===== config.mk =====
export PLATFORM = sky130hd
export DESIGN_NAME = baxo_proj
export DESIGN_NICKNAME = d
export VERILOG_FILES = /design/src/rtl/baxo_pkg.sv /design/src/rtl/baxo_proj.sv
export SDC_FILE = /design/constraint.sdc
export NUM_CORES = 2
export LEC_CHECK = 0
export BUFFER_PORTS_ARGS = -buffer_cell sky130_fd_sc_hd__buf_2
export CORE_UTILIZATION = 64
export DETAILED_ROUTE_END_ITERATION = 7
export GPL_ROUTABILITY_DRIVEN = 1
export PLACE_DENSITY_LB_ADDON = 0.05
export SLEW_MARGIN = 40
export SYNTH_ARGS = -nofsm -noshare
export SYNTH_HDL_FRONTEND = slang
export SYNTH_SLANG_ARGS = --single-unit

===== constraint.sdc =====
create_clock -name clk_i -period 8.5 [get_ports clk_i]
set_input_delay 0.85 -clock clk_i [delete_from_list [all_inputs] [get_ports clk_i]]
set_output_delay 0.85 -clock clk_i [all_outputs]
set_load 0.005 [all_outputs]

===== src/rtl/baxo_pkg.sv =====
// ----------------------------------------------------------------------------
// baxo_pkg
// Shared widths, reset constants, register codes and the tracker bundle for
// the box axis projection overlap block.
// ----------------------------------------------------------------------------
`default_nettype none

package baxo_pkg;

  // Field widths
  localparam int unsigned COORD_W = 32;  // Q16.16 corner coordinate
  localparam int unsigned AXIS_W  = 18;  // Q2.16 axis component
  localparam int unsigned PROD_W  = COORD_W + AXIS_W;  // one product
  localparam int unsigned PROJ_W  = 52;  // projection and trackers, Q.32
  localparam int unsigned OVL_W   = 53;  // overlap result, Q21.32
  localparam int unsigned CIDX_W  = 2;   // configuration register index

  // Tracker reset values: low starts at most positive, high at most negative
  localparam logic signed [PROJ_W-1:0] TRACK_MAX = {1'b0, {(PROJ_W-1){1'b1}}};
  localparam logic signed [PROJ_W-1:0] TRACK_MIN = {1'b1, {(PROJ_W-1){1'b0}}};

  // Axis reset: unit vector along x
  localparam logic signed [AXIS_W-1:0] AXIS_X_RST = AXIS_W'(65536);
  localparam logic signed [AXIS_W-1:0] AXIS_Y_RST = '0;
  localparam logic signed [AXIS_W-1:0] AXIS_Z_RST = '0;

  // Configuration register indexes
  typedef enum logic [CIDX_W-1:0] {
    REG_AXIS_X = 2'd0,
    REG_AXIS_Y = 2'd1,
    REG_AXIS_Z = 2'd2
  } cfg_reg_e;

  // Interval extremes of both boxes
  typedef struct packed {
    logic signed [PROJ_W-1:0] a_lo;
    logic signed [PROJ_W-1:0] a_hi;
    logic signed [PROJ_W-1:0] b_lo;
    logic signed [PROJ_W-1:0] b_hi;
  } track_t;

endpackage : baxo_pkg

`default_nettype wire


===== src/rtl/baxo_proj.sv =====
// ----------------------------------------------------------------------------
// baxo_proj
// Projects one corner onto the axis: three registered products, then a
// registered three-way sum.
// ----------------------------------------------------------------------------
`default_nettype none

module baxo_proj
  import baxo_pkg::*;
(
  input  wire                             clk_i,
  input  wire                             prod_en_i,
  input  wire                             sum_en_i,
  input  wire  logic signed [COORD_W-1:0] pt_x_i,
  input  wire  logic signed [COORD_W-1:0] pt_y_i,
  input  wire  logic signed [COORD_W-1:0] pt_z_i,
  input  wire  logic signed [AXIS_W-1:0]  axis_x_i,
  input  wire  logic signed [AXIS_W-1:0]  axis_y_i,
  input  wire  logic signed [AXIS_W-1:0]  axis_z_i,
  output logic signed [PROJ_W-1:0]        proj_o
);

  localparam int unsigned EXT_W = PROJ_W - PROD_W;

  logic signed [PROD_W-1:0] px_d, py_d, pz_d;
  logic signed [PROD_W-1:0] px_q, py_q, pz_q;
  logic signed [PROJ_W-1:0] proj_d, proj_q;

  // Products, exact at full width
  assign px_d = PROD_W'(pt_x_i) * PROD_W'(axis_x_i);
  assign py_d = PROD_W'(pt_y_i) * PROD_W'(axis_y_i);
  assign pz_d = PROD_W'(pt_z_i) * PROD_W'(axis_z_i);

  always_ff @(posedge clk_i) begin
    if (prod_en_i) begin
      px_q <= px_d;
      py_q <= py_d;
      pz_q <= pz_d;
    end
  end

  // Dot product sum, sign extended to tracker width
  assign proj_d = {{EXT_W{px_q[PROD_W-1]}}, px_q}
                + {{EXT_W{py_q[PROD_W-1]}}, py_q}
                + {{EXT_W{pz_q[PROD_W-1]}}, pz_q};

  always_ff @(posedge clk_i) begin
    if (sum_en_i) begin
      proj_q <= proj_d;
    end
  end

  assign proj_o = proj_q;

endmodule : baxo_proj

`default_nettype wire


# == Word-level counts from Yosys, hierarchy flattened ==
# Index checks and enable logic that the tools add are counted.
# totals
input_bits,153
elab_cells,9
out_inout_bits,52
ff_bits,202
# classes
n_addsub,2
mul,3
# op_table
op,n
multiplier 32 x 18 -> 50 bit,3
adder 51 x 50 -> 52 bit,1
adder 50 x 50 -> 51 bit,1

# == Depth between registers and ports, before layout ==
# depth
depth_word,2
ltp_mapped,26
depth_no_buf,25

# == Worst setup path before layout ==
# No wires, ideal clock.
# synth_timing
path_type,in2reg
start,in pt_y_i[16]
end,"reg py_q[45], data pin"
required_ps,8365
setup_slack_ps,1327
n_path_buf,2
cell_stages,23
t_arrival_ps,7038
setup_time_ps,135
path_cell_list,clkbuf_1 clkbuf_1 nand2_1 fa_1 fa_1 fa_1 inv_1 fa_1 fa_1 inv_1 fa_1 inv_1 ha_1 and3_1 and2b_1 nand2_1 o21a_2 o41a_4 a31oi_4 a221oi_2 o21a_1 or4b_1 nand3_1
# synth_via
elab_chain_cells,1
# synth_lines
element,line_no,text
from (decl),baxo_proj.sv:15,"input wire logic signed [COORD_W-1:0] pt_y_i,"
multiplier 32 x 18 -> 50 bit,baxo_proj.sv:31,assign py_d = PROD_W'(pt_y_i) * PROD_W'(axis_y_i);
net py_d[45],baxo_proj.sv:25,"logic signed [PROD_W-1:0] px_d, py_d, pz_d;"
to (signal assigned),baxo_proj.sv:37,py_q <= py_d;
to (decl),baxo_proj.sv:26,"logic signed [PROD_W-1:0] px_q, py_q, pz_q;"
# The timed path passes the listed nets, and every way through them passes these cells.
# A chain may end at the register's enable or synchronous reset.

# == Worst setup path in the final report ==
# layout_timing
start,in axis_y_i[3]
end,"reg py_q[49], data pin"
# layout_via
elab_chain_cells,1
# layout_lines
element,line_no,text
from (decl),baxo_proj.sv:18,"input wire logic signed [AXIS_W-1:0] axis_y_i,"
multiplier 32 x 18 -> 50 bit,baxo_proj.sv:31,
net py_d[49],baxo_proj.sv:25,
# The timed path passes the listed nets, and every way through them passes these cells.

==> impl_metrics.ini <==
[status]
status = completed

[yosys]
synthXorXnorAreaFrac_pct = 2.36
synth.area.top_cells = fa_1, inv_1, edfxtp_1
yosys_warnings = 0
ys_seq_elements = 202
yosysMostFrequentCell = inv_1
synth_compound_area_share_pct = 5.17
postSynthCellCount = 7377
synth_cell_types = 74
synthMuxAreaShare_pct = 0.0435
synth_top_family_by_area = adder cells
synth_top_area_share_pct = 49.6
synth_area_per_cell_sq_um = 9.36
syn_nets = 9653
ys_seq_area_share_pct = 8.78
synth_largest_area_cell = fa_1
ys_async_sr_fraction_pct = 0
synthTopCellsByCount = inv_1, fa_1, nand2_1, and2_1, ha_1
syn_area_sq_um = 69100
synthSimpleGateAreaFrac_pct = 14.7
synth_edf_count = 202
synthAdderAreaFrac_pct = 57.1
synth_top_flop_cell = edfxtp_1

[critical_path]
crit_path_frequent_cell = fa_1
path_class = in2reg
crit_chain = buf_2 > nand2_1 > fa_1 > fa_1 > fa_1 > fa_1 > inv_1 > fa_1 > inv_1 > fa_1 > inv_1 > ha_1 > nand4_1 > and2b_1 > nand2_1 > o21a_2 > o41a_4 > a31oi_4 > a221oi_2 > o31ai_1 > nor2_1 > a311oi_1
r2r_setup_slack_ns = 3.23
cp_max_fo = 32
cpPeakStageDelay_ns = 0.58
crit_slowest_cell = fa_1
cp.arrival_ns = 7.80
cp.required_ns = 8.85
start_kind = input pin
critPathCaptureType = flip-flop

[die]
die_area_sq_um = 109000
die_h_um = 330
initial_core_util_pct = 64.5
die_w_um = 330
io_pins = 205
coreArea_sq_um = 107000
rows = 120

[grt]
antenna_found_initial = 4
grt-ovfl-total = 0
grt_pass1_vias = 51600
grt_pass1_wl_mm = 272
grt_usage_pct = 32.0
grt_max_degree = 79

[detailed_routing]
drc = 0
first_iter_violations = 3060
wl_mm = 164
dr.pass1.iters = 5
vias_per_cell = 5.54
vias = 48300
wl_per_cell_um = 18.8
antenna_left = 0

[timing]
fin_crit_sh_pct = 87.5
hold_viol_final = 0
finalSetupViolCount = 0
slew_headroom_pct = 45.2
slew_violations = 0
finalSetupTns_ns = 0
worst_pin_slew_ns = 0.822
fmaxAchievable_mhz = 134
whs_ns = 0.758
period_minus_slack_ns = 7.44
finClkSkew_ns = 0.0161
rsz0062_at_grt = false

[layout]
n_fill_cell = 8851
drive_above_1_share_pct = 3.88
syn2layout_area_growth_pct = 3.64
fin_cells = 8719
fin_nets = 9573

[placement]
port_buffers = 204
dp.cells = 8674
dpl.hpwl_mm = 139
gp_congestion = 0.912

[job]
max_cap_violations = 0

[clock_network]
cts_root_buf = clkbuf_16
tritoncts = built
post_cts.resized_instances = 0
htree_levels = 1
insertion_delay_ns = 0.55
path_clk_slew_ns = 0.06
post_cts_buffers = 0
clockBufferDepth = 3
clock_sinks = 202
ctsHoldBuffers = 0
cts_made_buffers = 24

[worst_hold_path]
hold_path.class = reg2reg
## worst max-delay path: cells and delay by family
family / cells / cell delay [ns]
buffers and inverters: 4 / 0.69
adder cells (fa/ha/maj): 7 / 3.48
AO/OA/AOI/OAI: 6 / 1.96
AND/OR/NAND/NOR: 5 / 0.78
## routing by layer
layer / global-route usage, % / wire (um) / up-vias
li1: - / - / 21400
met4: 8.92 / 5070 / 0
met1: 43.8 / 66700 / 25200
met2: 55.1 / 83200 / 1436
met5: 0 / 0 / -
met3: 2.69 / 9020 / 282
## per-stage QoR
stage | cell area (sq um) | setup slack, ns | utilization [%]
after floorplan | 69100 | 1.33 | -
after global placement | 70700 | 0.727 | 66.1
after detailed placement | 70700 | 0.598 | 66.1
after CTS | 71600 | 1.17 | 66.8
after global routing | 71600 | 0.771 | 66.9
final | 71600 | 1.06 | 66.9
## layout make-up
class	instances	area [sq um]	share of cell area (%)
multi-input combinational	4984	54800	76.5
timing repair buffer	221	1160	1.62
antenna	3	7.51	0.0105
clock inverter	16	210	0.294
clock buffer	26	608	0.850
tap	1403	1760	2.45
sequential	202	6070	8.48
inverter	1864	7000	9.78
## sequential cells by signal, summed over array words and instances (netlist names)
register,count
py_q,50
px_q,50
proj_o,52
pz_q,50
## placed cells by master, fill, tap and decap left out, types with 22 or more instances in the layout
cell,instances
nand2b_1,22
nor2_1,194
a21oi_1,164
clkbuf_16,24
o21a_1,26
xor2_1,48
inv_1,1861
nor3_1,24
xnor2_1,138
ha_1,413
nand4_1,23
nand3_1,33
edfxtp_1,202
fa_1,1710
buf_2,203
nor2b_1,27
and2_1,665
o21bai_1,34
o21ai_0,88
nand2_1,1073
a21o_1,108
## cell families after synthesis
| logic type | Yosys count |
|---|---|
| AOI/OAI and AO/OA | 544 |
| muxes | 3 |
| xor gates and xnor gates | 186 |
| and+or+nand+nor | 2128 |
| buffers and inverters | 2191 |
| adders and majority gates | 2123 |
| DFF | 202 |
## final timing paths
check | start | end | depth (start not counted)
min reg2reg | px_q[1]$_DFFE_PP_ | proj_o[1]$_DFFE_PP_ | 2
max | axis_y_i[3] | py_q[49]$_DFFE_PP_ | 22
min | px_q[1]$_DFFE_PP_ | proj_o[1]$_DFFE_PP_ | 2
max reg2reg | px_q[0]$_DFFE_PP_ | proj_o[49]$_DFFE_PP_ | 16
Power is left out: the tool's default activity adds up to more than one toggle a clock period on the data nets, which glitch-free logic cannot reach.
