File: src/rtl/baxo_pkg.sv
// ----------------------------------------------------------------------------
// baxo_pkg
// Shared widths, reset constants, register codes and the tracker bundle for
// the box axis projection overlap block.
// ----------------------------------------------------------------------------
`default_nettype none

package baxo_pkg;

  // Field widths
  localparam int unsigned COORD_W = 32;  // Q16.16 corner coordinate
  localparam int unsigned AXIS_W  = 18;  // Q2.16 axis component
  localparam int unsigned PROD_W  = COORD_W + AXIS_W;  // one product
  localparam int unsigned PROJ_W  = 52;  // projection and trackers, Q.32
  localparam int unsigned OVL_W   = 53;  // overlap result, Q21.32
  localparam int unsigned CIDX_W  = 2;   // configuration register index

  // Tracker reset values: low starts at most positive, high at most negative
  localparam logic signed [PROJ_W-1:0] TRACK_MAX = {1'b0, {(PROJ_W-1){1'b1}}};
  localparam logic signed [PROJ_W-1:0] TRACK_MIN = {1'b1, {(PROJ_W-1){1'b0}}};

  // Axis reset: unit vector along x
  localparam logic signed [AXIS_W-1:0] AXIS_X_RST = AXIS_W'(65536);
  localparam logic signed [AXIS_W-1:0] AXIS_Y_RST = '0;
  localparam logic signed [AXIS_W-1:0] AXIS_Z_RST = '0;

  // Configuration register indexes
  typedef enum logic [CIDX_W-1:0] {
    REG_AXIS_X = 2'd0,
    REG_AXIS_Y = 2'd1,
    REG_AXIS_Z = 2'd2
  } cfg_reg_e;

  // Interval extremes of both boxes
  typedef struct packed {
    logic signed [PROJ_W-1:0] a_lo;
    logic signed [PROJ_W-1:0] a_hi;
    logic signed [PROJ_W-1:0] b_lo;
    logic signed [PROJ_W-1:0] b_hi;
  } track_t;

endpackage : baxo_pkg

`default_nettype wire

File: src/rtl/baxo_track.sv
// ----------------------------------------------------------------------------
// baxo_track
// Running min/max of both boxes' projections and the corner counter. At the
// last corner the final extremes are captured and the trackers restart.
// ----------------------------------------------------------------------------
`default_nettype none

module baxo_track
  import baxo_pkg::*;
#(
  parameter int unsigned CORNERS = 8
) (
  input  wire                            clk_i,
  input  wire                            rst_ni,
  input  wire                            take_i,
  input  wire  logic signed [PROJ_W-1:0] proj_a_i,
  input  wire  logic signed [PROJ_W-1:0] proj_b_i,
  output logic                           last_o,
  output track_t                         snap_o
);

  localparam int unsigned CNT_W = $clog2(CORNERS);

  logic [CNT_W-1:0] cnt_d, cnt_q;
  track_t           trk_d, trk_q, upd;
  track_t           snap_q;

  // Fold in the current corner pair
  always_comb begin
    upd      = trk_q;
    if (proj_a_i < trk_q.a_lo) upd.a_lo = proj_a_i;
    if (proj_a_i > trk_q.a_hi) upd.a_hi = proj_a_i;
    if (proj_b_i < trk_q.b_lo) upd.b_lo = proj_b_i;
    if (proj_b_i > trk_q.b_hi) upd.b_hi = proj_b_i;
  end

  assign last_o = (cnt_q == CNT_W'(CORNERS - 1));

  // Next tracker state: restart after the last corner
  always_comb begin
    trk_d = trk_q;
    cnt_d = cnt_q;
    if (take_i) begin
      if (last_o) begin
        trk_d = '{a_lo: TRACK_MAX, a_hi: TRACK_MIN, b_lo: TRACK_MAX, b_hi: TRACK_MIN};
        cnt_d = '0;
      end else begin
        trk_d = upd;
        cnt_d = cnt_q + CNT_W'(1);
      end
    end
  end

  always_ff @(posedge clk_i or negedge rst_ni) begin
    if (!rst_ni) begin
      trk_q <= '{a_lo: TRACK_MAX, a_hi: TRACK_MIN, b_lo: TRACK_MAX, b_hi: TRACK_MIN};
      cnt_q <= '0;
    end else begin
      trk_q <= trk_d;
      cnt_q <= cnt_d;
    end
  end

  // Final extremes of the box pair
  always_ff @(posedge clk_i) begin
    if (take_i && last_o) begin
      snap_q <= upd;
    end
  end

  assign snap_o = snap_q;

endmodule : baxo_track

`default_nettype wire

File: config.mk
export PLATFORM = sky130hd
export DESIGN_NAME = baxo_track
export DESIGN_NICKNAME = d
export VERILOG_FILES = /design/src/rtl/baxo_pkg.sv /design/src/rtl/baxo_track.sv
export SDC_FILE = /design/constraint.sdc
export NUM_CORES = 1
export LEC_CHECK = 0
export ABC_CLOCK_PERIOD_IN_PS = 11260
export CAP_MARGIN = 20
export CELL_PAD_IN_SITES_DETAIL_PLACEMENT = 1
export CELL_PAD_IN_SITES_GLOBAL_PLACEMENT = 1
export CORE_ASPECT_RATIO = 2
export CORE_MARGIN = 5
export CORE_UTILIZATION = 30
export CTS_CLUSTER_DIAMETER = 120
export DETAILED_ROUTE_END_ITERATION = 8
export DONT_BUFFER_PORTS = 1
export PLACE_DENSITY_LB_ADDON = 0.08
export SYNTH_ARGS = -nofsm -noshare
export SYNTH_HDL_FRONTEND = slang
export SYNTH_SLANG_ARGS = --single-unit
File: constraint.sdc
create_clock -name clk_i -period 11.26 [get_ports clk_i]
set_input_delay 1.689 -clock clk_i [delete_from_list [all_inputs] [get_ports clk_i]]
set_output_delay 1.689 -clock clk_i [all_outputs]
set_load 0.02 [all_outputs]
# After elaboration in Yosys (flattened, before gate mapping)
# Index checks and enable logic that the tools add are counted.
[classes]
add_sub_neg = 1
multipliers = 0
div_mod_pow = 0
order_cmp = 4
n_eq_ne = 1
n_shift = 0
muxes = 6
bitwise_logic = 0
n_reduce_logical = 1
[ops]
columns = ["cell", "count"]
rows = [
  ["$mux 208", 1],
  ["$mux 52", 4],
  ["$gt 52x52->1", 2],
  ["$lt 52x52->1", 2],
  ["$add 3x1->3 const B", 1],
  ["$eq 3x3->1 const B", 1],
  ["$mux 3", 1],
  ["$logic_and 1x1->1", 1],
]
[totals]
ff_bits = 419
latchBits = 0
ram_bits = 0
rom_bits = 0
wordCells = 22
memories = 0

# Logic depth before layout (Yosys ltp)
[depth]
depth_word = 3
depth_mapped = 13

# Worst setup path before layout
# OpenSTA, ideal clock, no wires.
[synth_timing]
kind = "in2reg"
startpoint = "in take_i"
endpoint = "reg trk_q[103] (netlist name)"
arrival_ns = 7.020
t_required_ns = 11.119
setup_slack_ns = 4.099
stages = 7
path_buffers = 3
cell_sequence = "clkbuf_1 nand2_1 inv_1 a311o_1 clkbuf_1 clkbuf_1 o22ai_1"
[synth_lines]
columns = ["element", "line_no", "rtl"]
rows = [
  ["start, declared", "baxo_track.sv:15", "input wire take_i,"],
  ["end signal, assigned", "baxo_track.sv:56", "trk_q <= '{a_lo: TRACK_MAX, a_hi: TRACK_MIN, b_lo: TRACK_MAX, b_hi: TRACK_MIN};"],
  ["end signal, assigned", "baxo_track.sv:59", "trk_q <= trk_d;"],
  ["end, declared", "baxo_track.sv:25", "track_t trk_d, trk_q, upd;"],
]

==> impl_metrics.py <==
metrics = {
    "timing": {
        "final_hold_viol_count": 0,
        "period_minus_slack_ps": 5300,
        "drv_slew": 0,
        "fmax_mhz": 189,
        "relSlewSlack_pct": 28.9,
        "rsz0062_at_grt": "false",
        "skew_ps": 20.3,
        "finalSetupTns_ps": 0,
        "tightestPinTransition_ps": 1040,
        "finalCritPeriodShare_pct": 47.1,
        "setup_viol": 0,
    },
    "cells_and_area": {
        "diodes": 0,
        "syn_to_final_growth_pct": 11.0,
        "seqCellArea_sq_um": 11700,
        "final_cell_area_sq_um": 26200,
        "multi_input_area_sq_um": 10700,
        "drive_gt1_share_pct": 19.5,
        "layoutNonFillerInstCount": 3088,
        "nets": 2336,
        "fillers": 8483,
    },
    "routing": {
        "drc": 0,
        "wl_mm": 78.1,
        "post_drt_wl_per_cell_um": 25.3,
        "drt_first_pass_iters": 5,
        "vias": 16300,
        "vias_per_cell": 5.27,
        "drt_iter0_markers": 628,
        "route.antenna.remaining_nets": 0,
    },
    "logic_synthesis": {
        "synthTopCellsByArea": "edfxtp_1 26%, dfstp_2 12%, dfrtp_1 11%",
        "ys_warn_count": 0,
        "synth_nets": 2385,
        "yosysMostFrequentCell": "inv_1",
        "yosys.area.top_type": "edfxtp_1",
        "syn-cell-area_sq_um": 23600,
        "seq_area_frac_synth_pct": 49.4,
        "synth-edff-count": 208,
        "synth-seq-cells": 419,
        "synth_common_cells": "217 x inv_1, 208 x edfxtp_1, 208 x ha_1, 193 x mux2_2, 127 x a21oi_1",
        "syn_inst": 2070,
        "synth_top_cell_area_share_pct": 26.5,
        "synth_ff_type": "edfxtp_1",
        "synth.distinct_cells": 60,
        "synth_area_per_cell_sq_um": 11.4,
        "synthArstFlopShare_pct": 50.4,
    },
    "floorplan": {
        "placementRows": 145,
        "io_pins": 316,
        "start_util_pct": 30.2,
        "coreArea_sq_um": 78200,
        "die_h_um": 407,
        "dieArea_sq_um": 84700,
        "die_w_um": 208,
    },
    "global_route": {
        "grt_pass1_vias": 17800,
        "grt-ovfl-total": 0,
        "grt_usage_pct": 17.9,
        "antenna_found_initial": 0,
        "grt_pass1_wl_mm": 117,
        "grt_max_degree": 212,
    },
    "setup_path": {
        "critPathKind": "in2reg",
        "crit_slowest_cell": "buf_4",
        "crit_chain": "ha_1, nand4_1, nor2_1, a21boi_0, nand3b_1, xor2_4, buf_4, mux2_2",
        "worstSetupStartpointType": "input port",
        "end_kind": "flop",
        "crit_path_max_incr_delay_ps": 710,
        "worstPathRequired_ps": 11600,
        "worstPathMaxFanout": 40,
        "critPathArrivalTime_ps": 5650,
    },
    "clocking": {
        "clock_latency_ps": 600,
        "cts-resized-gates": 0,
        "post_cts_buffers": 0,
        "cts_max_level": 2,
        "cts.sinks": 419,
        "cts_tree": "built",
        "hold_buffers": 0,
        "cts-root-buf": "clkbuf_16",
        "numCtsBuffers": 46,
        "cts_buffer_depth": 3,
        "path_clk_slew_ps": 60,
    },
    "placement": {
        "place.gp.congestion": 0.773,
        "place_inst": 3001,
        "place_area_sq_um": 24600,
        "port_buffers": 0,
        "dp_hpwl_mm": 52.1,
    },
    "power_and_ir_drop": {
        "power_density_nw_per_um2": 315,
        "peakVddDrop_uv": 168,
        "p_leak_nw": 10.5,
    },
    "worst_hold_path": {
        "min_path_type": "reg2reg",
    },
    "flow_run": {
        "cap_violations": 0,
    },
    "outcome": {
        "status": "finished clean",
    },
}
[report_power, final]
part	switching [W]	leakage (nW)	internal (W)	total, W
logic	0.00211	5.41	0.00162	0.00373
registers	0.000472	4.33	0.00243	0.00290
clock network	0.000680	0.754	0.000929	0.00161
[path summary, 6_finish.rpt]
kind | cells past startpoint | startpoint | slack [ps] | to
worst max-delay path | 8 | proj_a_i[51] | 5960 | snap_o[196]$_DFFE_PP_
worst min-delay path | 1 | cnt_q[0]$_DFFE_PN0P_ | 490 | cnt_q[0]$_DFFE_PN0P_
worst max register to register | 9 | trk_q[207]$_DFFE_PN0P_ | 6580 | snap_o[196]$_DFFE_PP_
worst min register to register | 1 | cnt_q[0]$_DFFE_PN0P_ | 490 | cnt_q[0]$_DFFE_PN0P_
max in group asynchronous | 0 | rst_ni | 9900 | trk_q[141]$_DFFE_PN0P_
min in group asynchronous | 0 | rst_ni | 800 | trk_q[15]$_DFFE_PN0P_
[flip-flops by register name, indices dropped and copies added (netlist names)]
name / flops
snap_o: 208
trk_q: 208
cnt_q: 3
[final cells by class]
| class | instances | share of cell area (%) |
|---|---|---|
| clock inverter | 28 | 1.27 |
| tap | 1029 | 4.91 |
| clock buffer | 58 | 4.64 |
| sequential | 419 | 44.5 |
| timing repair buffer | 20 | 0.621 |
| inverter | 217 | 3.14 |
| multi-input combinational | 1317 | 40.9 |
[critical path, delay by kind of cell]
| family | cells | cell delay [ps] |
|---|---|---|
| xor gates and xnor gates | 1 | 570 |
| buffers and inverters | 1 | 710 |
| muxes | 1 | 430 |
| adders and majority gates | 1 | 620 |
| and+or+nand+nor | 3 | 980 |
| AOI/OAI and AO/OA | 1 | 570 |
[cells in the final DEF (no fill, tap or decap), types with 49 or more instances in the layout]
| cell | instances |
|---|---|
| inv_1 | 216 |
| a21oi_1 | 127 |
| ha_1 | 208 |
| dfstp_2 | 104 |
| nand2_1 | 101 |
| edfxtp_1 | 208 |
| nand3b_1 | 49 |
| nor2_1 | 113 |
| nor3_1 | 59 |
| dfrtp_1 | 107 |
| mux2_2 | 193 |
| a32o_1 | 101 |
| o22a_1 | 51 |
[cell families (layout without fill, tap and decap cells)]
family                   count (synthesis)  after routing  synth area share, %
AO/OA/AOI/OAI                          427            427                 13.6
XOR/XNOR                                 2              2                0.106
adder cells (fa/ha/maj)                208            208                 11.0
buffers and inverters                  334            323                 5.55
flip-flops                             419            419                 49.4
multiplexers                           212            212                 10.1
AND/OR/NAND/NOR                        468            468                 10.3
[per-stage QoR]
stage / total power [W] / utilization, % / setup slack (ps) / hold WS, ps
6_report: 0.00824 / 33.5 / 5960 / 493
3_5_place_dp: 0.00675 / 31.5 / 5100 / 485
4_1_cts: 0.00844 / 33.5 / 5730 / 495
3_3_place_gp: 0.00664 / 31.5 / 5070 / 479
5_1_grt: 0.00886 / 33.5 / 5710 / 509
2_1_floorplan: 0.00561 / - / 4100 / 457
[layer usage]
layer | track usage, % | routed length [um] | vias up
li1 | - | - | 7551
met1 | 19.3 | 29400 | 8284
met2 | 33.6 | 41400 | 338
met3 | 5.83 | 5350 | 88
met4 | 4.95 | 1980 | 0
met5 | 0 | 0 | -
Note: power is estimated with default switching activity, not from simulation.
