File: src/rtl/baxo_pkg.sv
// ----------------------------------------------------------------------------
// baxo_pkg
// Shared widths, reset constants, register codes and the tracker bundle for
// the box axis projection overlap block.
// ----------------------------------------------------------------------------
`default_nettype none

package baxo_pkg;

  // Field widths
  localparam int unsigned COORD_W = 32;  // Q16.16 corner coordinate
  localparam int unsigned AXIS_W  = 18;  // Q2.16 axis component
  localparam int unsigned PROD_W  = COORD_W + AXIS_W;  // one product
  localparam int unsigned PROJ_W  = 52;  // projection and trackers, Q.32
  localparam int unsigned OVL_W   = 53;  // overlap result, Q21.32
  localparam int unsigned CIDX_W  = 2;   // configuration register index

  // Tracker reset values: low starts at most positive, high at most negative
  localparam logic signed [PROJ_W-1:0] TRACK_MAX = {1'b0, {(PROJ_W-1){1'b1}}};
  localparam logic signed [PROJ_W-1:0] TRACK_MIN = {1'b1, {(PROJ_W-1){1'b0}}};

  // Axis reset: unit vector along x
  localparam logic signed [AXIS_W-1:0] AXIS_X_RST = AXIS_W'(65536);
  localparam logic signed [AXIS_W-1:0] AXIS_Y_RST = '0;
  localparam logic signed [AXIS_W-1:0] AXIS_Z_RST = '0;

  // Configuration register indexes
  typedef enum logic [CIDX_W-1:0] {
    REG_AXIS_X = 2'd0,
    REG_AXIS_Y = 2'd1,
    REG_AXIS_Z = 2'd2
  } cfg_reg_e;

  // Interval extremes of both boxes
  typedef struct packed {
    logic signed [PROJ_W-1:0] a_lo;
    logic signed [PROJ_W-1:0] a_hi;
    logic signed [PROJ_W-1:0] b_lo;
    logic signed [PROJ_W-1:0] b_hi;
  } track_t;

endpackage : baxo_pkg

`default_nettype wire

File: src/rtl/baxo_result.sv
// ----------------------------------------------------------------------------
// baxo_result
// Overlap of the two projected intervals: registered differences, then the
// smaller one into the output register.
// ----------------------------------------------------------------------------
`default_nettype none

module baxo_result
  import baxo_pkg::*;
(
  input  wire                      clk_i,
  input  wire                      diff_en_i,
  input  wire                      out_en_i,
  input  wire  track_t             snap_i,
  output logic signed [OVL_W-1:0]  overlap_o
);

  logic signed [OVL_W-1:0] d1_d, d2_d, d1_q, d2_q;
  logic signed [OVL_W-1:0] ovl_d, ovl_q;

  // maxA - minB and maxB - minA, one bit wider so they stay exact
  assign d1_d = {snap_i.a_hi[PROJ_W-1], snap_i.a_hi} - {snap_i.b_lo[PROJ_W-1], snap_i.b_lo};
  assign d2_d = {snap_i.b_hi[PROJ_W-1], snap_i.b_hi} - {snap_i.a_lo[PROJ_W-1], snap_i.a_lo};

  always_ff @(posedge clk_i) begin
    if (diff_en_i) begin
      d1_q <= d1_d;
      d2_q <= d2_d;
    end
  end

  assign ovl_d = (d1_q < d2_q) ? d1_q : d2_q;

  always_ff @(posedge clk_i) begin
    if (out_en_i) begin
      ovl_q <= ovl_d;
    end
  end

  assign overlap_o = ovl_q;

endmodule : baxo_result

`default_nettype wire

File: config.mk
export PLATFORM = sky130hd
export DESIGN_NAME = baxo_result
export DESIGN_NICKNAME = d
export VERILOG_FILES = /design/src/rtl/baxo_pkg.sv /design/src/rtl/baxo_result.sv
export SDC_FILE = /design/constraint.sdc
export NUM_CORES = 1
export LEC_CHECK = 0
export CAP_MARGIN = 20
export CORE_ASPECT_RATIO = 0.5
export CORE_MARGIN = 10
export CORE_UTILIZATION = 30
export CTS_CLUSTER_DIAMETER = 80
export CTS_CLUSTER_SIZE = 40
export DETAILED_ROUTE_END_ITERATION = 8
export DONT_BUFFER_PORTS = 1
export PLACE_DENSITY_LB_ADDON = 0.15
export SYNTH_ARGS = -nofsm -noshare
export SYNTH_HDL_FRONTEND = slang
export SYNTH_SLANG_ARGS = --single-unit
export TNS_END_PERCENT = 20
File: constraint.sdc
create_clock -name clk_i -period 4.8 [get_ports clk_i]
set_input_delay 1.2 -clock clk_i [delete_from_list [all_inputs] [get_ports clk_i]]
set_output_delay 1.2 -clock clk_i [all_outputs]
set_load 0.05 [all_outputs]
======== After elaboration in Yosys (flattened, before gate mapping) ========
Cells that the tools add are included.
storage, ports and cells
  output and inout port bits .............. 53
  bits in registers ....................... 159
  input port bits ......................... 211
  logic and storage cells ................. 7
cells by class
  add/sub/neg operators ................... 2
  mux-type cells .......................... 1
  magnitude comparators ................... 1
operator list
  kind            number
  $sub 52x52->53  2
  $lt 53x53->1    1
  $mux 53         1

======== Logic depth before layout (Yosys ltp) ========
Gate-level depths: netlist (run 1).
  word-level depth ........................ 2
  gate-level depth with buffers ........... 13
  depth with buffers taken out ............ 13

======== Worst setup path after synthesis (run 1) ========
No wires, ideal clock.
  kind .................................... input -> register
  start ................................... input snap_i[104] (netlist name)
  end ..................................... register d1_q[52], data pin
  library setup time ...................... 0.261 ns
  stages .................................. 13
  data required time ...................... 4.539 ns
  arrival ................................. 3.651 ns
  slack ................................... 0.887 ns
  path buffers ............................ 0
  path through ............................ inv_1 -> ha_1 -> fa_1 -> nor2b_1 -> o31a_1 -> o21ai_1 -> a221oi_2 -> o22ai_2 -> o31ai_4 -> nand4b_1 -> a2111oi_0 -> nor4_1 -> a2bb2oi_1
between the ends
  longest elaborated chain between the ends .. 1
RTL lines
  item                    RTL line           text
  start: declaration      baxo_result.sv:14  input wire track_t snap_i,
  $sub 52x52->53          baxo_result.sv:22  assign d1_d = {snap_i.a_hi[PROJ_W-1], snap_i.a_hi} - {snap_i.b_lo[PROJ_W-1], snap_i.b_lo};
  via d1_d[52]            baxo_result.sv:18  logic signed [OVL_W-1:0] d1_d, d2_d, d1_q, d2_q;
  end signal: assignment  baxo_result.sv:27  d1_q <= d1_d;
  end: declaration        baxo_result.sv:18
The timed path passes the listed nets, and every way through them passes these cells.
A chain may end at the register's enable or synchronous reset.

======== Worst setup path after layout (run 1) ========
  start ................................... input snap_i[0] (netlist name)
  end ..................................... register d2_q[50], data pin
between the ends
  longest elaborated chain between the ends .. 1
RTL lines
  item                    RTL line           text
  $sub 52x52->53          baxo_result.sv:23  assign d2_d = {snap_i.b_hi[PROJ_W-1], snap_i.b_hi} - {snap_i.a_lo[PROJ_W-1], snap_i.a_lo};
  via d2_d[50]            baxo_result.sv:18
  end signal: assignment  baxo_result.sv:28  d2_q <= d2_d;
  end: declaration        baxo_result.sv:18
The timed path passes the listed nets, and every way through them passes these cells.

==> results of run 1 <==
==> where the power goes <==
part           internal, mW  total [mW]  switching (mW)
sequential             1.92        2.47           0.551
clock                 0.779        1.41           0.627
combinational         0.752        1.68           0.931
==> logic make-up after synthesis <==
logic type	synth area share, %
XOR/XNOR	6.30
adder cells (fa/ha/maj)	15.2
AO/OA/AOI/OAI	19.5
buffers and inverters	7.08
AND/OR/NAND/NOR	10.8
flip-flops	36.5
multiplexers	4.56
==> cell type report <==
class / count / area share, %
diodes: 4 / 0.0701
clock buffers: 19 / 3.03
clock inverters: 13 / 1.06
inverters: 195 / 5.13
multi-input cells: 969 / 51.7
flip-flops and latches: 159 / 33.4
well taps: 577 / 5.06
repair buffers: 6 / 0.491
==> cell usage after synthesis, types with 5 or more instances <==
library cell                 n  area share [%]
sky130_fd_sc_hd__nor2_1     51             1.5
sky130_fd_sc_hd__a221oi_1    8            0.54
sky130_fd_sc_hd__a211oi_1    6            0.34
sky130_fd_sc_hd__buf_6       6            0.52
sky130_fd_sc_hd__clkbuf_1   23            0.66
sky130_fd_sc_hd__and2_1      7            0.33
sky130_fd_sc_hd__xnor2_1    63             4.2
sky130_fd_sc_hd__and4_1      6            0.40
sky130_fd_sc_hd__o21bai_1   17            0.98
sky130_fd_sc_hd__nor3_1      7            0.27
sky130_fd_sc_hd__a21oi_2     5            0.33
sky130_fd_sc_hd__o21a_1      5            0.29
sky130_fd_sc_hd__nand3_1    25            0.96
sky130_fd_sc_hd__xor2_1     31             2.1
sky130_fd_sc_hd__o21ai_0    73             2.8
sky130_fd_sc_hd__nor4_1      7            0.33
sky130_fd_sc_hd__edfxtp_1  159              37
sky130_fd_sc_hd__and3_1     15            0.72
sky130_fd_sc_hd__a21oi_1   123             4.7
sky130_fd_sc_hd__o21ai_1     9            0.34
sky130_fd_sc_hd__inv_1     195             5.6
sky130_fd_sc_hd__ha_1      156              15
sky130_fd_sc_hd__a21o_1     66             3.8
sky130_fd_sc_hd__nand2b_1   23             1.1
sky130_fd_sc_hd__buf_2       8            0.31
sky130_fd_sc_hd__nand2_1    76             2.2
sky130_fd_sc_hd__mux2_2     46             4.0
sky130_fd_sc_hd__a31oi_1    13            0.62
sky130_fd_sc_hd__nand4_1    30             1.4
sky130_fd_sc_hd__or3_1       6            0.29
sky130_fd_sc_hd__nor2b_1    15            0.72
sky130_fd_sc_hd__mux2_1      7            0.60
==> flip-flops by register name, summed over array words and instances (netlist names) <==
signal	flops
overlap_o	53
d1_q	53
d2_q	53
==> routing by layer <==
metal / wire (um) / global-route usage, % / vias to the layer above / part of all wire [%]
met5: 0 / 0 / - / 0
met4: 639 / 3.78 / 0 / 1.6
met3: 1620 / 2.59 / 35 / 3.9
met2: 20900 / 26.2 / 257 / 51
met1: 18000 / 19.0 / 4851 / 44
li1: - / - / 4899 / -
==> placed cells by master (no fill, tap or decap), types with 7 or more instances in the layout <==
cell and n:
sky130_fd_sc_hd__a21o_1 66, sky130_fd_sc_hd__a21oi_1 123, sky130_fd_sc_hd__a221oi_1 8, sky130_fd_sc_hd__a31oi_1 13
sky130_fd_sc_hd__and2_1 7, sky130_fd_sc_hd__and3_1 15, sky130_fd_sc_hd__clkbuf_16 17, sky130_fd_sc_hd__edfxtp_1 159
sky130_fd_sc_hd__ha_1 156, sky130_fd_sc_hd__inv_1 195, sky130_fd_sc_hd__mux2_1 7, sky130_fd_sc_hd__mux2_2 46
sky130_fd_sc_hd__nand2_1 76, sky130_fd_sc_hd__nand2b_1 23, sky130_fd_sc_hd__nand3_1 25, sky130_fd_sc_hd__nand4_1 30
sky130_fd_sc_hd__nor2_1 51, sky130_fd_sc_hd__nor2b_1 15, sky130_fd_sc_hd__nor3_1 7, sky130_fd_sc_hd__nor4_1 7
sky130_fd_sc_hd__o21ai_0 73, sky130_fd_sc_hd__o21ai_1 9, sky130_fd_sc_hd__o21bai_1 17, sky130_fd_sc_hd__xnor2_1 63
sky130_fd_sc_hd__xor2_1 31
==> through the flow <==
| stage | setup WS [ns] | total power, mW | utilization, % |
|---|---|---|---|
| floorplan | 0.887 | 3.69 | - |
| global placement | 0.261 | 4.19 | 32.2 |
| detailed placement | 0.245 | 4.19 | 32.2 |
| CTS | 0.702 | 5.63 | 33.6 |
| global route | 0.461 | 5.90 | 33.6 |
| finish | 0.695 | 5.56 | 33.6 |
==> worst max-delay path: cells and delay by family <==
family | cells | cell delay (ns)
AO/OA/AOI/OAI | 8 | 2.14
adder cells (fa/ha/maj) | 2 | 0.60
AND/OR/NAND/NOR | 1 | 0.19
XOR/XNOR | 1 | 0.12
buffers and inverters | 1 | 0.02
==> path summary, 6_finish.rpt <==
path             start             to  slack, ns  depth (start not counted)
max          snap_i[0]       d2_q[50]       0.69                         13
min           d2_q[11]  overlap_o[11]       0.58                          1
max reg2reg    d2_q[1]   overlap_o[5]       1.26                         12
min reg2reg   d2_q[11]  overlap_o[11]       0.58                          1
==> results.md, run 1 <==
Floorplan:
- 264 I/O pins were placed.
- The area of the core is 42500 sq um.
- The horizontal die dimension is 315 um.
- The vertical die dimension is 168 um.
- Row generation in the floorplan step produced 53 rows.
- The overall die area is 52800 sq um.
- The effective utilization at floorplan is 30.8%.

Setup path:
- Walking the worst path, the cells encountered are inv_1 > ha_1 > fa_1 > nand2b_1 > a211oi_2 > o21ai_1 > a2111oi_2 > o21bai_1 > o211ai_1 > a31o_2 > a21boi_1 > o21ai_0 > xor2_1.
- The largest driver fanout on the critical path is 3.
- The critical path class is input pin to register.
- The type of destination of the critical path is a register.
- The required time at the endpoint of the critical path is 4.98 ns.
- The slowest stage of the critical path is the sky130_fd_sc_hd__a2111oi_2 cell.
- The kind of launch point of the worst setup path is an input pin.
- Data on the critical path arrives at its endpoint at 4.28 ns.
- On the worst path, the slowest cell contributes a delay of 0.52 ns.

CTS:
- The register clock-pin slew on the reported worst setup and hold paths is 0.07 ns.
- The count of buffers added by post-CTS timing repair for setup is 0.
- Buffers inserted during clock tree synthesis total 17.
- For the worst-skew pair, the clock arrives at the later sink with an insertion delay of 0.45 ns.
- CTS placed an instance of sky130_fd_sc_hd__clkbuf_16 at the clock tree root.
- The number of gates resized after CTS is 0.
- The clock net in this run drives a total of 159 sinks.
- The H-tree depth is 4.
- The number of buffers between clock root and the deepest sink is 2.
- The number of hold buffers added after CTS was 0.
- The clock tree from TritonCTS is built.

Logic synthesis:
- The post-synthesis cell area is 13100 sq um.
- The Yosys step of the flow raised 0 warnings.
- The register area share after synthesis is 36.5%.
- After synthesis, the share of flip-flops with an asynchronous set or reset is 0%.
- The average instance in the mapped netlist occupies 9.61 sq um.
- The number of different library cells in the post-synthesis netlist is 74.
- Among all flip-flop cells after synthesis, the most frequent one is sky130_fd_sc_hd__edfxtp_1.
- Counting every instance in the synthesized netlist gives 1360.
- The register bit count reported by yosys is 159.
- In this run, synthesis inferred 159 flip-flops with an integrated enable.
- The net count after synthesis is 1729.

Placement:
- The number of placed instances, taps included is 1906.
- The congestion estimate from routability-driven global placement came to 0.894.
- Detailed placement finished with a half-perimeter wire length of 33700 um.
- The placed instances occupy a cell area of 13700 sq um.
- The count of buffers added on input and output ports is 0.

Cells and area:
- The sequential cell area is 4770 sq um.
- Summing all multi-input logic gate instances after layout gives 7380 sq um.
- The filler cell count in the final layout is 4343.
- The design area is 14300 sq um.
- Cells with a size suffix above 1 make up 8.38% of the layout.
- The non-filler instance count after layout is 1942.
- The area growth from synthesis to layout is 9.18%.
- The number of nets in the layout is 1717.

Power and ir drop:
- In this run the static leakage power is 6.24 nW.
- The power density of the placed cells is 390 nW/um^2.
- The worst voltage drop across the vdd grid is 0.209 mV.

Timing:
- Setup repair after global routing left no endpoint under its margin.
- The final cycle utilization of the critical path is 85.5%.
- The tightest hold path in the finished design has a slack of 0.579 ns.
- The actual transition at the worst max-transition pin is 0.684 ns.
- The count of final max-slew check failures is 0.
- The clock arrives with 0.0142 ns of skew.
- The maximum frequency from static timing analysis is 244 MHz.
- The count of final hold-check violations is 0.
- The total of endpoints with negative setup slack in the final report is 0.
- After layout, the minimum clock period comes to 4.11 ns.
- The sum of negative setup slack is 0 ns.
- In this run the tightest slew margin relative to its limit is 54.0%.

Route:
- The overall via count from detail_route is 10.0k.
- In this run the remaining antenna-violating nets after routing total 0.
- The routed length per instance is 21.2 um.
- The number of search-and-repair iterations in the first detailed-routing pass is 5.
- The final layout contains routed wiring with a total length of 41200 um.
- The detailed router's first-iteration violation count is 674.
- The per-cell via count in the routed design is 5.17.
- For this run, design rule violations remaining after detail routing come to 0.

Outcome:
- The flow ran to the end, and the final reports show no timing, DRC or antenna violations.

Worst hold path:
- The class of the tightest hold or removal check is register to register.

GRT:
- Entering global routing, the biggest net connects 107 pins.
- The via count of the first global-routing pass came to 10.0k.
- For this run the aggregate overflow at the end of global routing stands at 0.
- The number of antenna violations at the first check in global routing is 4.
- The wire length of the first global-routing pass is 61000 um.
- The overall track demand over capacity in global routing is 15.1%.

Run:
- The tool flagged a number of max-cap violations equal to 0.
No activity file was read; power rests on OpenSTA's default activity.
==> inputs of run 2 (changes only) <==
CORE_UTILIZATION = 45   (was 30)
GPL_ROUTABILITY_DRIVEN = 1   (was default)
==> results.md, run 2 (same netlist as run 1, synthesis figures left out) <==
Timing:
- The time the final worst path needs with I/O delays and setup is 4.07 ns (-0.0305 ns).
- The count of final hold-check violations is 0 (unchanged).
- The sum of negative setup slack is 0 ns (unchanged).
- The clock skew is 0.0128 ns (-0.00140 ns).
- The count of final max-slew check failures is 0 (unchanged).
- The final cycle utilization of the critical path was 84.9% (-0.64 points).
- The actual transition at the worst max-transition pin is 0.664 ns (-0.0202 ns).
- The maximum frequency from static timing analysis came to 245 MHz (+0.75%).
- The worst slew slack as a fraction of its limit is 55.3% (+1.4 points).
- Setup repair after global routing left no endpoint under its margin.
- The total of endpoints with negative setup slack in the final report came to 0 (unchanged).

Floorplan:
- The I/O pin count is 264 (unchanged).
- The area of the core is 28100 sq um (-34%).
- The number of placement rows was 43 (-19%).
- The vertical die dimension was 141 um (-16%).
- The overall die area was 36700 sq um (-31%).
- The horizontal die dimension is 261 um (-17%).
- The effective utilization at floorplan was 46.5% (+16 points).

CTS:
- The latest clock arrival within the worst-skew pair is 0.45 ns (about the same).
- The count of buffers added by post-CTS timing repair for setup came to 0 (unchanged).
- The number of buffers created by CTS was 17 (unchanged).
- The cts-stage hold buffer count is 0 (unchanged).
- The register clock-pin slew on the reported worst setup and hold paths is 0.07 ns (about the same).
- The TritonCTS sink count was 159 (unchanged).
- The number of gates resized after CTS is 0 (unchanged).
- The H-tree depth is 4 (unchanged).
- The clock tree from TritonCTS is built.
- Clock tree synthesis selected as its root buffer the cell sky130_fd_sc_hd__clkbuf_16.
- The number of buffers between clock root and the deepest sink is 2 (unchanged).

Placement:
- The count of port buffers added during placement is 0 (unchanged).
- The number of placed instances, taps included is 1710 (-10%).
- The total half-perimeter wirelength after legalization and detailed placement is 30600 um (-9.2%).
- The final RePlAce weighted congestion is 0.979 (+9.4%).
- The area of placed instances is 13400 sq um (-2.0%).

Power and ir drop:
- The worst voltage drop across the vdd grid is 0.268 mV (+28%).
- The total design power was 5.49 mW (-1.4%).
- The power density of the placed cells was 392 nW/um^2 (+0.65%).
- The static power due to leakage was 6.22 nW (-0.26%).
- The fraction of power spent switching nets is 38.4% (+0.44 points).
- The power spent charging and discharging nets is 2.10 mW (-0.22%).
- The clock share of power is 24.8% (-0.5 points).
- The share of power burned in registers was 45.1% (+0.6 points).
- The cell internal power dissipation is 3.38 mW (-2.1%).
- The part of the power in combinational logic is 30.1% (-0.2 points).

Setup path:
- The register-to-register setup slack was 1.34 ns (+0.08 ns).
- The worst endpoint data arrival time is 4.27 ns (about the same).
- The largest driver fanout on the critical path is 4 (+1).
- The required time at the endpoint of the critical path came to 4.99 ns (about the same).
- The number of cells traversed by the worst register-to-register path is 11 (-1).
- The worst setup path is launched from an input pin.
- The type of destination of the critical path is a register.
- The worst register-to-register path begins at d1_q[22].
- The end of the worst register-to-register path is overlap_o[40].
- The critical path class is input pin to register.

GRT:
- The overall track demand over capacity in global routing is 20.2% (+5.1 points).
- The total global routing overflow came to 0 (unchanged).
- The wire length of the first global-routing pass was 57200 um (-6.3%).
- The maximum number of pins on one net before global-route repair was 107 (unchanged).
- The via count of the first global-routing pass was 9802 (-2.1%).
- The number of antenna violations at the first check in global routing came to 2 (-2).

Worst hold path:
- The class of the tightest hold or removal check is register to register.
- The endpoint of the worst hold-timing path is overlap_o[11].
- The launch point of the worst hold path is d2_q[11].
- The count of cells along the worst hold path is 1 (unchanged).

Route:
- The detailed router's first-iteration violation count is 712 (+5.6%).
- The number of DRC violations after detailed routing is 0 (unchanged).
- The per-cell via count in the routed design is 5.74 (+11%).
- The number of search-and-repair iterations in the first detailed-routing pass was 5 (unchanged).
- The overall via count from detail_route came to 10.0k (-0.20%).
- The routed length per instance is 21.8 um (+2.7%).
- The total wire length after detailed routing came to 38000 um (-7.7%).
- The residual antenna-violating net count after detailed routing is 0 (unchanged).

Cells and area:
- The non-filler instance count after layout was 1745 (-10%).
- The filler cell count in the final layout is 2613 (-40%).
- The number of nets in the layout is 1716 (-0.058%).
- The share of post-route cells with drive strength above 1 was 8.46% (+0.080 points).
- The area growth from synthesis to layout is 6.98%.
- The library cells used most frequently in the layout, excluding fill and tap cells, are sky130_fd_sc_hd__inv_1, sky130_fd_sc_hd__edfxtp_1, sky130_fd_sc_hd__ha_1.
- The design area is 14000 sq um (-2.0%).
- The area of the multi-input gates is 7380 sq um (unchanged).
- The most common cell after layout, fill and taps aside is sky130_fd_sc_hd__inv_1.
- The sequential cell area came to 4770 sq um (unchanged).

Outcome:
- The flow ran to the end, and the final reports show no timing, DRC or antenna violations.

Run:
- The max-capacitance violation count is 0 (unchanged).
run 2: final cells by class:
cell class / instances / share of cell area, %
inverter: 195 / 5.23
clock inverter: 15 / 1.07
antenna: 3 / 0.0537
multi-input combinational: 969 / 52.8
timing repair buffer: 5 / 0.268
clock buffer: 17 / 3.04
sequential: 159 / 34.1
tap: 382 / 3.42
run 2: worst max-delay path, stage by stage:
cell and delay, ns:
sky130_fd_sc_hd__inv_1 0.03, sky130_fd_sc_hd__ha_1 0.19, sky130_fd_sc_hd__fa_1 0.40, sky130_fd_sc_hd__nor2b_1 0.17, sky130_fd_sc_hd__o31a_1 0.16, sky130_fd_sc_hd__o21ai_1 0.11
sky130_fd_sc_hd__a221oi_2 0.30, sky130_fd_sc_hd__o22ai_2 0.19, sky130_fd_sc_hd__o31ai_4 0.37, sky130_fd_sc_hd__nand4b_1 0.19, sky130_fd_sc_hd__a2111oi_0 0.59, sky130_fd_sc_hd__nor4_1 0.18
sky130_fd_sc_hd__a2bb2oi_1 0.18
run 2: power groups by stage:
| stage | registers (mW) | logic, mW | clock network [mW] |
|---|---|---|---|
| 2_1_floorplan | 2.41 | 1.28 | 0 |
| 3_3_place_gp | 2.51 | 1.61 | 0 |
| 3_5_place_dp | 2.51 | 1.62 | 0 |
| 4_1_cts | 2.49 | 1.64 | 1.39 |
| 5_1_grt | 2.50 | 1.83 | 1.45 |
| 6_report | 2.47 | 1.65 | 1.36 |
run 2: how the worst max path moves through the flow:
stage                     start        to  slack, ns  cells past startpoint
detailed placement  snap_i[104]  d1_q[52]       0.31                     13
CTS                 snap_i[104]  d1_q[52]       0.76                     13
finish              snap_i[104]  d1_q[52]       0.73                     13
global route        snap_i[104]  d1_q[52]       0.55                     13
floorplan           snap_i[104]  d1_q[52]       0.89                     13
global placement      snap_i[0]  d2_q[50]       0.48                     13
run 2: layer usage:
metal	GRT usage [%]	share of wire [%]	vias up
li1	-	-	4898
met1	27.7	47	4775
met2	31.5	46	310
met3	3.89	5.5	37
met4	6.05	1.8	2
met5	0	0.034	-
run 2: per-stage QoR:
step / utilization (%) / hold WS, ns / setup WS [ns]
final: 49.7 / 0.578 / 0.725
after global placement: 47.6 / 0.547 / 0.484
after global routing: 49.7 / 0.588 / 0.545
after floorplan: - / 0.535 / 0.887
after detailed placement: 47.6 / 0.554 / 0.309
after CTS: 49.7 / 0.580 / 0.760
==> inputs of run 3 (changes only) <==
clock period = 3.36 ns   (was 4.8 ns; I/O delays follow)
==> results.md, run 3 (same netlist as run 1, synthesis figures left out) <==
Placement:
- The count of port buffers added during placement is 0 (unchanged).
- The number of placed instances, taps included is 1942 (+14%).
- The total half-perimeter wirelength after legalization and detailed placement is 33400 um (+9.1%).
- The final RePlAce weighted congestion is 0.963 (-1.6%).

GRT:
- The overall track demand over capacity in global routing is 21.7% (+1.5 points).
- The number of antenna violations at the first check in global routing is 0 (-2).
- The total global routing overflow came to 0 (unchanged).
- The wire length of the first global-routing pass is 61200 um (+7.0%).
- The maximum number of pins on one net before global-route repair is 107 (unchanged).
- The via count of the first global-routing pass is 10.8k (+10%).

CTS:
- The register clock-pin slew on the reported worst setup and hold paths is 0.06 ns (about the same).
- TritonCTS built the clock tree.
- The TritonCTS sink count is 159 (unchanged).
- The number of buffers created by CTS is 17 (unchanged).
- The tree is rooted in a sky130_fd_sc_hd__clkbuf_16.
- The number of buffers between clock root and the deepest sink is 2 (unchanged).
- The latest clock arrival within the worst-skew pair came to 0.45 ns (about the same).
- The H-tree depth was 4 (unchanged).
- The cts-stage hold buffer count came to 0 (unchanged).

Setup path:
- The slowest stage of the critical path belongs to the cell sky130_fd_sc_hd__a221oi_2.
- STA classifies the critical path endpoint as a register.
- The biggest cell delay along the critical path was 0.35 ns (-0.24 ns).
- Tracing the worst setup path back leads to its startpoint at snap_i[166].
- The register-to-register setup slack is 0.10 ns (-1.24 ns).
- The required time at the endpoint of the critical path is 3.55 ns (-1.44 ns).
- The endpoint identified for the worst register-to-register timing path is overlap_o[39].
- The startpoint of the most critical register-to-register path is d1_q[22].
- The kind of launch point of the worst setup path is an input pin.
- The number of cells traversed by the worst register-to-register path came to 12 (+1).
- The largest driver fanout on the critical path was 2 (-2).
- The signal on the critical path passes through inv_1 > ha_1 > a21oi_1 > o21ai_0 > a32oi_1 > and3_1 > o41ai_2 > buf_4 > a221oi_2 > o21ai_2 > buf_4 > a221oi_2 > o21ai_1 > xor2_1.
- By startpoint and endpoint, the worst setup path is classified as input pin to register.
- The worst endpoint data arrival time is 3.55 ns (-0.72 ns).

Timing:
- The maximum frequency from static timing analysis is 298 MHz.
- The worst slew slack as a fraction of its limit is 59.5% (+4.2 points).
- The count of final hold-check violations is 0 (unchanged).
- Setup repair after global routing could not meet its margin everywhere.
- The actual transition at the worst max-transition pin was 0.606 ns (-0.0578 ns).
- The smallest clock period supported by the final layout is computed as 3.35 ns.
- The count of final max-slew check failures was 0 (unchanged).
- The clock skew came to 0.0117 ns (-0.00115 ns).
- The total of endpoints with negative setup slack in the final report is 0 (unchanged).
- The final cycle utilization of the critical path is 99.8%.

Worst hold path:
- The class of the tightest hold or removal check is input pin to register.
- The count of cells along the worst hold path was 0 (-1).
- The launch point of the worst hold path is out_en_i.
- The endpoint of the worst hold-timing path is overlap_o[46].

Cells and area:
- The non-filler instance count after layout was 1982 (+14%).
- In the layout the commonest cells are sky130_fd_sc_hd__buf_4, sky130_fd_sc_hd__inv_1, sky130_fd_sc_hd__edfxtp_1.
- The number of nets in the layout is 1956 (+14%).
- The area added between synthesis and finish is 22.8%.
- The final antenna diode count is 0 (-3).
- The share of the core filled with cells is 57.1% (+7.4 points).
- The most common cell after layout, fill and taps aside is sky130_fd_sc_hd__buf_4.
- The filler cell count in the final layout is 2525 (-3.4%).
- The share of post-route cells with drive strength above 1 is 23.9% (+15 points).

Floorplan:
- The vertical die dimension is 141 um (unchanged).
- The area of the core is 28100 sq um (unchanged).
- The overall die area is 36700 sq um (unchanged).
- The effective utilization at floorplan came to 46.5% (unchanged).
- The number of placement rows came to 43 (unchanged).
- The horizontal die dimension was 261 um (unchanged).
- The I/O pin count is 264 (unchanged).

Route:
- The number of DRC violations after detailed routing came to 0 (unchanged).
- The residual antenna-violating net count after detailed routing is 0 (unchanged).
- The number of search-and-repair iterations in the first detailed-routing pass was 5 (unchanged).
- The per-cell via count in the routed design is 5.49 (-4.4%).
- The detailed router's first-iteration violation count is 778 (+9.3%).
- The routed length per instance is 20.6 um (-5.4%).
- The total wire length after detailed routing came to 40800 um (+7.4%).
- The overall via count from detail_route is 10.9k (+8.6%).

Outcome:
- The flow ran to the end, and the final reports show no timing, DRC or antenna violations.

Power and ir drop:
- The cell internal power dissipation is 5.23 mW (+55%).
- The share of power burned in registers is 42.3% (-2.8 points).
- The power spent charging and discharging nets came to 3.15 mW (+50%).
- The fraction of power spent switching nets is 37.6% (-0.75 points).
- The clock share of power is 23.1% (-1.7 points).
- The power density of the placed cells is 522 nW/um^2 (+33%).
- The worst voltage drop across the vdd grid was 0.413 mV (+54%).
- The part of the power in combinational logic was 34.6% (+4.5 points).
- The static power due to leakage came to 7.44 nW (+20%).

Run:
- The max-capacitance violation count was 0 (unchanged).
## run 3: changes by cell type in the layout (fill, tap and decap cells not counted), sizes merged
cell and delta:
buf +240, diode -3, clkbuf +1, clkinvlp -1
## run 3: how the worst max path moves through the flow
stage | endpoint | slack [ns] | depth (start not counted)
final | d2_q[49] | 0.008 | 14
after global routing | d2_q[37] | -0.10 | 13
after CTS | d2_q[46] | -0.003 | 13
after detailed placement | d2_q[46] | -0.63 | 13
after global placement | d2_q[46] | -0.55 | 13
after floorplan | d1_q[52] | -0.04 | 13
## run 3: per-layer routing
| metal | part of all wire [%] | routed length, um | GRT usage (%) |
|---|---|---|---|
| met1 | 47 | 19100 | 29.6 |
| met2 | 46 | 18900 | 34.6 |
| met3 | 6.3 | 2590 | 5.45 |
| met4 | 0.64 | 261 | 3.18 |
| met5 | 0 | 0 | 0 |
## run 3: worst max-delay path: cells and delay by family
family                   cells  cell delay, ns
AO/OA/AOI/OAI                8            1.59
buffers and inverters        3            0.38
AND/OR/NAND/NOR              1            0.30
adder cells (fa/ha/maj)      1            0.28
XOR/XNOR                     1            0.16
## run 3: final cells by class
cell class	instances	area [sq um]	share of cell area, %
clock inverter	14	146	0.911
inverter	195	739	4.60
sequential	159	4770	29.7
timing repair buffer	245	1880	11.7
clock buffer	18	429	2.67
multi-input combinational	969	7620	47.4
tap	382	478	2.98
## run 3: power groups by stage
stage	clock network, mW	registers [mW]	logic, mW
after floorplan	0	3.45	1.83
after global placement	0	3.59	2.72
after detailed placement	0	3.59	2.74
after CTS	1.97	3.56	2.79
after global routing	2.06	3.59	3.18
final	1.94	3.55	2.90
## run 3: what timing repair did
| item | 4_1_cts | 5_1_grt |
|---|---|---|
| buffers inserted | 2 | 6 |
| pin swaps | 6 | 20 |
| endpoints found under the setup margin | 57 | 75 |
| gates resized for setup | 5 | 39 |
| gates cloned | 0 | 0 |
## run 3: stage by stage
| step | hold slack (ns) | setup TNS, ns | power [mW] | instance area, sq um | worst slack, ns |
|---|---|---|---|---|---|
| final | 0.507 | 0 | 8.39 | 16100 | 0.00833 |
| after global routing | 0.474 | -0.306 | 8.83 | 16100 | -0.103 |
| after CTS | 0.486 | -0.00330 | 8.33 | 15800 | -0.00330 |
| after detailed placement | 0.556 | -11.70 | 6.34 | 15200 | -0.629 |
| after global placement | 0.552 | -10.47 | 6.31 | 15200 | -0.552 |
| after floorplan | 0.535 | -0.101 | 5.28 | 13100 | -0.0433 |
